## src/hdl/scwrq_pkg.sv

```systemverilog
package scwrq_pkg;

  // FIFO sizing
  localparam int CODE_DEPTH   = 16;
  localparam int WAITER_DEPTH = 16;
  localparam int ID_WIDTH     = 16;

  // Fixed field widths
  localparam int CODE_W = 8;
  localparam int REQ_W  = 16;
  localparam int STAT_W = 3;

  // Stored id width: the id is masked to ID_WIDTH and never exceeds the port
  localparam int SID_W = (ID_WIDTH < REQ_W) ? ID_WIDTH : REQ_W;

  localparam int CODE_AW = $clog2(CODE_DEPTH);
  localparam int CODE_CW = $clog2(CODE_DEPTH + 1);
  localparam int WAIT_AW = $clog2(WAITER_DEPTH);
  localparam int WAIT_CW = $clog2(WAITER_DEPTH + 1);

  localparam logic [CODE_AW-1:0] CODE_LAST = CODE_AW'(CODE_DEPTH - 1);
  localparam logic [CODE_CW-1:0] CODE_FULL = CODE_CW'(CODE_DEPTH);
  localparam logic [WAIT_AW-1:0] WAIT_LAST = WAIT_AW'(WAITER_DEPTH - 1);
  localparam logic [WAIT_CW-1:0] WAIT_FULL = WAIT_CW'(WAITER_DEPTH);

  typedef enum logic {
    OP_SCANCODE = 1'b0,
    OP_READ     = 1'b1
  } op_e;

  typedef enum logic [STAT_W-1:0] {
    ST_DELIVERED      = 3'd0,
    ST_CODE_BUFFERED  = 3'd1,
    ST_WAITER_QUEUED  = 3'd2,
    ST_CODE_DROPPED   = 3'd3,
    ST_WAITER_DROPPED = 3'd4
  } status_e;

  // Controller to datapath commands
  typedef struct packed {
    logic capture;  // latch the request, launch the head reads
    logic commit;   // update the FIFOs, load the result register
  } dp_cmd_t;

endpackage

```

## src/hdl/scwrq_ram.sv

```systemverilog
module scwrq_ram #(
  parameter int WIDTH = 8,
  parameter int DEPTH = 16
) (
  input  logic                     clk_i,
  input  logic                     we_i,
  input  logic [$clog2(DEPTH)-1:0] waddr_i,
  input  logic [WIDTH-1:0]         wdata_i,
  input  logic                     re_i,
  input  logic [$clog2(DEPTH)-1:0] raddr_i,
  output logic [WIDTH-1:0]         rdata_o
);

  logic [WIDTH-1:0] mem_q [DEPTH];
  logic [WIDTH-1:0] rdata_q;

  always_ff @(posedge clk_i) begin
    if (we_i) begin
      mem_q[waddr_i] <= wdata_i;
    end
    if (re_i) begin
      rdata_q <= mem_q[raddr_i];
    end
  end

  assign rdata_o = rdata_q;

endmodule

```

## src/hdl/scwrq_ctrl.sv

```systemverilog
module scwrq_ctrl import scwrq_pkg::*; (
  input  logic    clk_i,
  input  logic    rst_ni,
  input  logic    in_valid_i,
  output logic    in_ready_o,
  output logic    out_valid_o,
  input  logic    out_ready_i,
  output dp_cmd_t cmd_o
);

  typedef enum logic {
    S_IDLE,
    S_EXEC
  } state_e;

  state_e state_q, state_d;
  logic   out_valid_q, out_valid_d;

  always_comb begin
    state_d       = state_q;
    out_valid_d   = out_valid_q;
    cmd_o.capture = 1'b0;
    cmd_o.commit  = 1'b0;
    if (out_valid_q && out_ready_i) begin
      out_valid_d = 1'b0;
    end
    unique case (state_q)
      S_IDLE: begin
        if (in_valid_i) begin
          cmd_o.capture = 1'b1;
          state_d       = S_EXEC;
        end
      end
      S_EXEC: begin
        // hold while the result register is still occupied
        if (!out_valid_q || out_ready_i) begin
          cmd_o.commit = 1'b1;
          out_valid_d  = 1'b1;
          state_d      = S_IDLE;
        end
      end
      default: state_d = S_IDLE;
    endcase
  end

  always_ff @(posedge clk_i or negedge rst_ni) begin
    if (!rst_ni) begin
      state_q     <= S_IDLE;
      out_valid_q <= 1'b0;
    end else begin
      state_q     <= state_d;
      out_valid_q <= out_valid_d;
    end
  end

  assign in_ready_o  = (state_q == S_IDLE);
  assign out_valid_o = out_valid_q;

endmodule

```

## src/hdl/scwrq_dp.sv

```systemverilog
module scwrq_dp import scwrq_pkg::*; (
  input  logic              clk_i,
  input  logic              rst_ni,
  input  dp_cmd_t           cmd_i,
  input  logic              op_i,
  input  logic [CODE_W-1:0] scancode_i,
  input  logic [REQ_W-1:0]  requester_id_i,
  output logic              reply_valid_o,
  output logic [REQ_W-1:0]  reply_to_o,
  output logic [CODE_W-1:0] reply_code_o,
  output logic [STAT_W-1:0] status_o
);

  // Latched request
  op_e               op_q;
  logic [CODE_W-1:0] code_q;
  logic [SID_W-1:0]  id_q;

  // FIFO pointers and fill levels
  logic [CODE_AW-1:0] c_head_q, c_head_d, c_tail_q, c_tail_d;
  logic [CODE_CW-1:0] c_cnt_q, c_cnt_d;
  logic [WAIT_AW-1:0] w_head_q, w_head_d, w_tail_q, w_tail_d;
  logic [WAIT_CW-1:0] w_cnt_q, w_cnt_d;

  logic              c_we, w_we;
  logic [CODE_W-1:0] c_rdata;
  logic [SID_W-1:0]  w_rdata;

  // Result register
  logic              rv_q, rv_d;
  logic [REQ_W-1:0]  rto_q, rto_d;
  logic [CODE_W-1:0] rcode_q, rcode_d;
  status_e           st_q, st_d;

  scwrq_ram #(.WIDTH(CODE_W), .DEPTH(CODE_DEPTH)) u_code_ram (
    .clk_i   (clk_i),
    .we_i    (c_we),
    .waddr_i (c_tail_q),
    .wdata_i (code_q),
    .re_i    (cmd_i.capture),
    .raddr_i (c_head_q),
    .rdata_o (c_rdata)
  );

  scwrq_ram #(.WIDTH(SID_W), .DEPTH(WAITER_DEPTH)) u_waiter_ram (
    .clk_i   (clk_i),
    .we_i    (w_we),
    .waddr_i (w_tail_q),
    .wdata_i (id_q),
    .re_i    (cmd_i.capture),
    .raddr_i (w_head_q),
    .rdata_o (w_rdata)
  );

  always_comb begin
    c_head_d = c_head_q;
    c_tail_d = c_tail_q;
    c_cnt_d  = c_cnt_q;
    w_head_d = w_head_q;
    w_tail_d = w_tail_q;
    w_cnt_d  = w_cnt_q;
    c_we     = 1'b0;
    w_we     = 1'b0;
    rv_d     = 1'b0;
    rto_d    = '0;
    rcode_d  = '0;
    st_d     = ST_DELIVERED;
    case (op_q)
      OP_SCANCODE: begin
        if (w_cnt_q != '0) begin
          rv_d     = 1'b1;
          rto_d    = REQ_W'(w_rdata);
          rcode_d  = code_q;
          w_head_d = (w_head_q == WAIT_LAST) ? '0 : w_head_q + WAIT_AW'(1);
          w_cnt_d  = w_cnt_q - WAIT_CW'(1);
        end else if (c_cnt_q == CODE_FULL) begin
          st_d = ST_CODE_DROPPED;
        end else begin
          st_d     = ST_CODE_BUFFERED;
          c_we     = cmd_i.commit;
          c_tail_d = (c_tail_q == CODE_LAST) ? '0 : c_tail_q + CODE_AW'(1);
          c_cnt_d  = c_cnt_q + CODE_CW'(1);
        end
      end
      default: begin
        if (c_cnt_q != '0) begin
          rv_d     = 1'b1;
          rto_d    = REQ_W'(id_q);
          rcode_d  = c_rdata;
          c_head_d = (c_head_q == CODE_LAST) ? '0 : c_head_q + CODE_AW'(1);
          c_cnt_d  = c_cnt_q - CODE_CW'(1);
        end else if (w_cnt_q == WAIT_FULL) begin
          st_d = ST_WAITER_DROPPED;
        end else begin
          st_d     = ST_WAITER_QUEUED;
          w_we     = cmd_i.commit;
          w_tail_d = (w_tail_q == WAIT_LAST) ? '0 : w_tail_q + WAIT_AW'(1);
          w_cnt_d  = w_cnt_q + WAIT_CW'(1);
        end
      end
    endcase
  end

  always_ff @(posedge clk_i or negedge rst_ni) begin
    if (!rst_ni) begin
      c_head_q <= '0;
      c_tail_q <= '0;
      c_cnt_q  <= '0;
      w_head_q <= '0;
      w_tail_q <= '0;
      w_cnt_q  <= '0;
    end else if (cmd_i.commit) begin
      c_head_q <= c_head_d;
      c_tail_q <= c_tail_d;
      c_cnt_q  <= c_cnt_d;
      w_head_q <= w_head_d;
      w_tail_q <= w_tail_d;
      w_cnt_q  <= w_cnt_d;
    end
  end

  always_ff @(posedge clk_i) begin
    if (cmd_i.capture) begin
      op_q   <= op_e'(op_i);
      code_q <= scancode_i;
      id_q   <= requester_id_i[SID_W-1:0];
    end
    if (cmd_i.commit) begin
      rv_q    <= rv_d;
      rto_q   <= rto_d;
      rcode_q <= rcode_d;
      st_q    <= st_d;
    end
  end

  assign reply_valid_o = rv_q;
  assign reply_to_o    = rto_q;
  assign reply_code_o  = rcode_q;
  assign status_o      = st_q;

endmodule

```

## src/hdl/scancode_waiter_rendezvous_queue.sv

```systemverilog
// Channel   Direction  Handshake               Payload
// request   in         in_valid_i / in_ready_o  op_i, scancode_i, requester_id_i
// result    out        out_valid_o/ out_ready_i reply_valid_o, reply_to_o,
//                                               reply_code_o, status_o
//
// Each request is handled in a capture step and a commit step. Capture latches it
// and reads both FIFO heads from the registered RAMs; commit, once the output
// register is free, updates the FIFOs and loads the result. One request is in
// flight at a time. A result waiting in the output register does not block
// acceptance; only the update step waits for the output register to drain.
// Reset clears pointers, fill levels and the output valid flag; FIFO storage is left
// undefined and is only read where the fill level counts it.
module scancode_waiter_rendezvous_queue import scwrq_pkg::*; (
  input  logic              clk_i,
  input  logic              rst_ni,
  input  logic              in_valid_i,
  output logic              in_ready_o,
  input  logic              op_i,
  input  logic [CODE_W-1:0] scancode_i,
  input  logic [REQ_W-1:0]  requester_id_i,
  output logic              out_valid_o,
  input  logic              out_ready_i,
  output logic              reply_valid_o,
  output logic [REQ_W-1:0]  reply_to_o,
  output logic [CODE_W-1:0] reply_code_o,
  output logic [STAT_W-1:0] status_o
);

  // Commands from the sequencer into the FIFO datapath
  dp_cmd_t cmd;

  // Sequence each request: capture, then commit once the result slot is free
  scwrq_ctrl u_ctrl (
    .clk_i       (clk_i),
    .rst_ni      (rst_ni),
    .in_valid_i  (in_valid_i),
    .in_ready_o  (in_ready_o),
    .out_valid_o (out_valid_o),
    .out_ready_i (out_ready_i),
    .cmd_o       (cmd)
  );

  // Hold both FIFOs, pair a scancode with the oldest waiter or vice versa
  scwrq_dp u_dp (
    .clk_i          (clk_i),
    .rst_ni         (rst_ni),
    .cmd_i          (cmd),
    .op_i           (op_i),
    .scancode_i     (scancode_i),
    .requester_id_i (requester_id_i),
    .reply_valid_o  (reply_valid_o),
    .reply_to_o     (reply_to_o),
    .reply_code_o   (reply_code_o),
    .status_o       (status_o)
  );

endmodule

```

## config.mk

```make
export PLATFORM = sky130hd
export DESIGN_NAME = scancode_waiter_rendezvous_queue
export DESIGN_NICKNAME = d
export VERILOG_FILES = /design/src/hdl/scwrq_pkg.sv /design/src/hdl/scwrq_ram.sv /design/src/hdl/scwrq_ctrl.sv /design/src/hdl/scwrq_dp.sv /design/src/hdl/scancode_waiter_rendezvous_queue.sv
export SDC_FILE = /design/constraint.sdc
export NUM_CORES = 1
export LEC_CHECK = 0
export ABC_CLOCK_PERIOD_IN_PS = 4900
export BUFFER_PORTS_ARGS = -buffer_cell sky130_fd_sc_hd__buf_2
export CAP_MARGIN = 10
export CELL_PAD_IN_SITES_DETAIL_PLACEMENT = 2
export CELL_PAD_IN_SITES_GLOBAL_PLACEMENT = 2
export CORE_AREA = 4 4 202 204
export DETAILED_ROUTE_END_ITERATION = 8
export DIE_AREA = 0 0 206 208
export PLACE_DENSITY_LB_ADDON = 0.3
export REMOVE_ABC_BUFFERS = 1
export SLEW_MARGIN = 20
export SYNTH_ARGS = -nofsm -noshare
export SYNTH_HDL_FRONTEND = slang
export SYNTH_HIERARCHICAL = 1
export SYNTH_SLANG_ARGS = --single-unit
export TNS_END_PERCENT = 30
```

## constraint.sdc

```tcl
create_clock -name clk_i -period 4.9 [get_ports clk_i]
set_clock_uncertainty 0.15 [all_clocks]
set_input_delay 0.245 -clock clk_i [delete_from_list [all_inputs] [get_ports clk_i]]
set_output_delay 0.245 -clock clk_i [all_outputs]
set_load 0.02 [all_outputs]
```

==> results by group <==
Worst setup path
  • WP data required: between 5000 and 6000 ps
  • Worst Setup End Kind: flop
  • Slowest CP cell: nor3_2
  • FF-to-FF path depth: 6
  • Critical Path Start Type: flop
  • Top Family by Delay on Critical Path: simple AND/OR/NAND/NOR gates
  • CP Class: reg2reg
  • Maximum fanout along the worst path: 16
  • Critical path cell sequence: nand2b_4, and2_2, o2111a_1, nand3b_1, nor3_2, buf_4
  • WP data arrival: 3770 ps
  • Buffer and inverter count on the worst path: 1
  • CP peak stage delay: around 720 ps
  • Cell depth of the worst setup path: 6
  • FF-to-FF setup slack: 1270 ps

Clocking
  • Clock root cell: clkbuf_16
  • Post-CTS sizing: 0
  • TritonCTS clock tree: done
  • CTS clock-pin slew for the worst setup and hold paths: around 60 ps
  • H-tree Lvls: 2
  • CTS sink count: between 400 and 500
  • Worst-Skew Late Latency: 590 ps
  • CTS Buf Count: 51
  • CTS max path bufs: 3

Synth
  • Ys async rst share: under 10%
  • Synth Flop Type: edfxtp_1
  • Avg Cell Area, Syn: between 20 and 25 µm²
  • Synth Cell Area: 18900 µm²
  • Register area share after synthesis: ~77%
  • Post-synth cell types: between 50 and 60
  • Warnings, synthesis: 6
  • Number of synthesized flops with an enable pin: 461
  • Gate Count Post-Synth: ~900
  • Synth Register Bits: slightly below 500

Floorplan
  • I/O pin total: 59
  • Die Wd: 206 µm
  • CORE AREA: 39300 µm²
  • Row count: 73
  • Die Y: between 200 and 250 µm
  • Die ar.: 42800 µm²
  • Initial core utilization: between 40% and 50%

Global route
  • Remaining global-route overflow: 0
  • Vias in the first global route: approximately 11000
  • GR Util met3: about 3.9%
  • Largest net degree at the start of global routing: 42
  • First-pass GRT wire length: ~77000 µm
  • Initial antenna violation count: 1
  • GRT Total Usage: between 20% and 30%
  • Met1 usage: between 30% and 40%
  • GR peak layer: met2
  • Met2 usage: approximately 43%

Detailed routing
  • Vias: around 9700
  • Post-route ant nets: 0
  • TritonRoute pass-1 iters: 5
  • Post-Route WL: 52400 µm
  • DRC Markers: 0
  • Starting DRC count in detailed routing: between 700 and 800
  • Vias per inst: around 6
  • WL/cell: approximately 33 µm

Timing
  • Achievable frequency: 275 MHz
  • TNS Setup: 0 ps
  • Final Slew Violations: 0
  • Hold Fails Final Rpt: 0
  • Worst-Margin Slew: 1120 ps
  • RSZ-0062 raised after global routing: false
  • Worst relative slew slack: 25.3%
  • Crit path time final: between 3000 and 4000 ps
  • Final period util: about three quarters
  • Final setup fails: 0

Min path
  • Hold WC Path Type: in2reg
  • Hold path depth: 2

Placed design
  • Placed Area: about 20000 µm²
  • Number of I/O port buffers: 58
  • Inst Count DP: ~1500
  • HPWL after DPL: ~33000 µm
  • Final Wtd Congestion: 0.781

Cells and area
  • Final nets: 1057
  • Layout cell share with drive strength beyond 1: approximately 25%
  • Non-Filler Instances: roughly 1600
  • Design area: roughly 22000 µm²
  • Synth-to-Final Area Change: 14.7%
  • Diode count: 0

Run
  • Max_cap viols: 0

Status
  • Status: finished, final reports clean

Power and ir drop
  • Pwr Density: about 530 nW/µm²
  • Peak supply drop: ~0.33 mV
  • Lkg Pwr: 7.15 nW
## cell usage in the layout, fill, tap and decap left out, types with 5 or more instances in the layout
cell           count
nor2_2             7
ha_1              10
buf_2             58
clkinv_1          18
edfxtp_1         461
nor2_1            16
a21o_1             6
nand3_1            8
mux4_2            72
a22o_1            25
mux4_1            24
nand2_1           38
inv_1              7
dlygate4sd3_1     27
clkbuf_16         52
buf_4             18
o21ai_0            9
clkbuf_1           8
a21oi_1            9
xnor2_1            9
clkinv_2           8
dfrtp_1           24
mux2_2            10
nor2b_1            5
nor2_4             6
a22oi_1           48
nor3_2             8
## path summary, 6_finish.rpt
path                                                   start                             to
worst max-delay path                      u_ctrl/out_valid_o  u_dp/u_waiter_ram/mem_q[4][8]
worst min-delay path                              in_valid_i     u_dp/u_code_ram/rdata_o[4]
worst max register to register            u_ctrl/out_valid_o  u_dp/u_waiter_ram/mem_q[4][8]
worst min register to register  u_dp/u_waiter_ram/rdata_o[2]             u_dp/reply_to_o[2]
max in group asynchronous                             rst_ni               u_dp/w_head_q[0]
min in group asynchronous                             rst_ni               u_dp/c_head_q[0]
## area by class of cell
type / count / area, µm²
Fill cell: 3308 / 17600
Sequential cell: 489 / 14600
Multi-Input combinational cell: 363 / 4230
Clock buffer: 60 / 1330
Timing Repair Buffer: 103 / 696
Tap cell: 525 / 657
Clock inverter: 30 / 193
Inverter: 8 / 30.0
## worst register-to-register path, cell delays in order (launching register included)
cell	delay [ps]
dfrtp_1	400
nand2b_4	90
and2_2	570
o2111a_1	600
nand3b_1	430
nor3_2	720
buf_4	360
## metal layers
layer | share of wire [%] | vias to the layer above
li1 | - | 3996
met1 | 39 | 5271
met2 | 53 | 285
met3 | 3.9 | 105
met4 | 4.1 | 0
met5 | 0 | -
## repair_timing
item / CTS / global route
setup buffers: 0 / 0
hold buffers: 27 / 0
hold endpoints to repair: 55 / 0
## power by group
| part | internal [mW] | switching, mW | total [mW] | leakage [nW] |
|---|---|---|---|---|
| Clock | 2.03 | 1.56 | 3.59 | 0.749 |
| Sequential | 4.92 | 0.593 | 5.51 | 4.53 |
| Combinational | 1.15 | 1.30 | 2.44 | 1.87 |
| Total | 8.09 | 3.45 | 11.5 | 7.15 |
## synth_stat cells (6+ instances only)
| master | n | area [µm²] |
|---|---|---|
| buf_2 | 8 | 40.0 |
| edfxtp_1 | 461 | 13800 |
| mux2_2 | 10 | 113 |
| nor2_1 | 29 | 109 |
| clkbuf_1 | 13 | 48.8 |
| xnor2_1 | 9 | 78.8 |
| nand3_1 | 8 | 40.0 |
| inv_1 | 7 | 26.3 |
| dfrtp_1 | 28 | 701 |
| a21oi_1 | 11 | 55.1 |
| mux4_1 | 24 | 631 |
| ha_1 | 10 | 125 |
| a22o_1 | 25 | 219 |
| nor3_1 | 10 | 50.1 |
| buf_6 | 7 | 78.8 |
| o21ai_0 | 9 | 45.0 |
| a21o_1 | 6 | 45.0 |
| mux4_2 | 72 | 1620 |
| a22oi_1 | 48 | 360 |
| nand2_1 | 38 | 143 |
## per-stage QoR
step | total power [mW] | setup WS [ps] | hold slack (ps) | utilization, %
after global placement | 7.79 | 1430 | 191 | 50.5
after floorplan | 6.97 | 737 | -201 | -
after global routing | 12.0 | 1130 | 79.4 | 55.2
final | 11.5 | 1270 | 87.6 | 55.2
after CTS | 11.6 | 857 | 60.6 | 55.1
after detailed placement | 7.99 | 1030 | 204 | 50.5
## registers in the layout (all words and copies together), names as in the netlist, 3 cells and up
signal	count
u_dp/w_tail_q	4
u_dp/u_waiter_ram/rdata_o	16
u_dp/c_cnt_q	5
u_dp/u_code_ram/rdata_o	8
u_dp/id_q	16
u_dp/reply_to_o	16
u_dp/u_waiter_ram/mem_q	256
u_dp/code_q	8
u_dp/c_head_q	4
u_dp/u_code_ram/mem_q	128
u_dp/w_head_q	4
u_dp/w_cnt_q	5
u_dp/reply_code_o	8
u_dp/status_o	3
u_dp/c_tail_q	4
## cells by family after synthesis
group / after synthesis / synth area share (%)
AO/OA/AOI/OAI: 114 / 4.47
multiplexers: 108 / 12.6
buffers and inverters: 46 / 1.42
flip-flops: 489 / 76.9
XOR/XNOR: 11 / 0.510
adder cells (fa/ha/maj): 12 / 0.873
AND/OR/NAND/NOR: 118 / 3.20
Note: power is estimated with default switching activity, not from simulation.
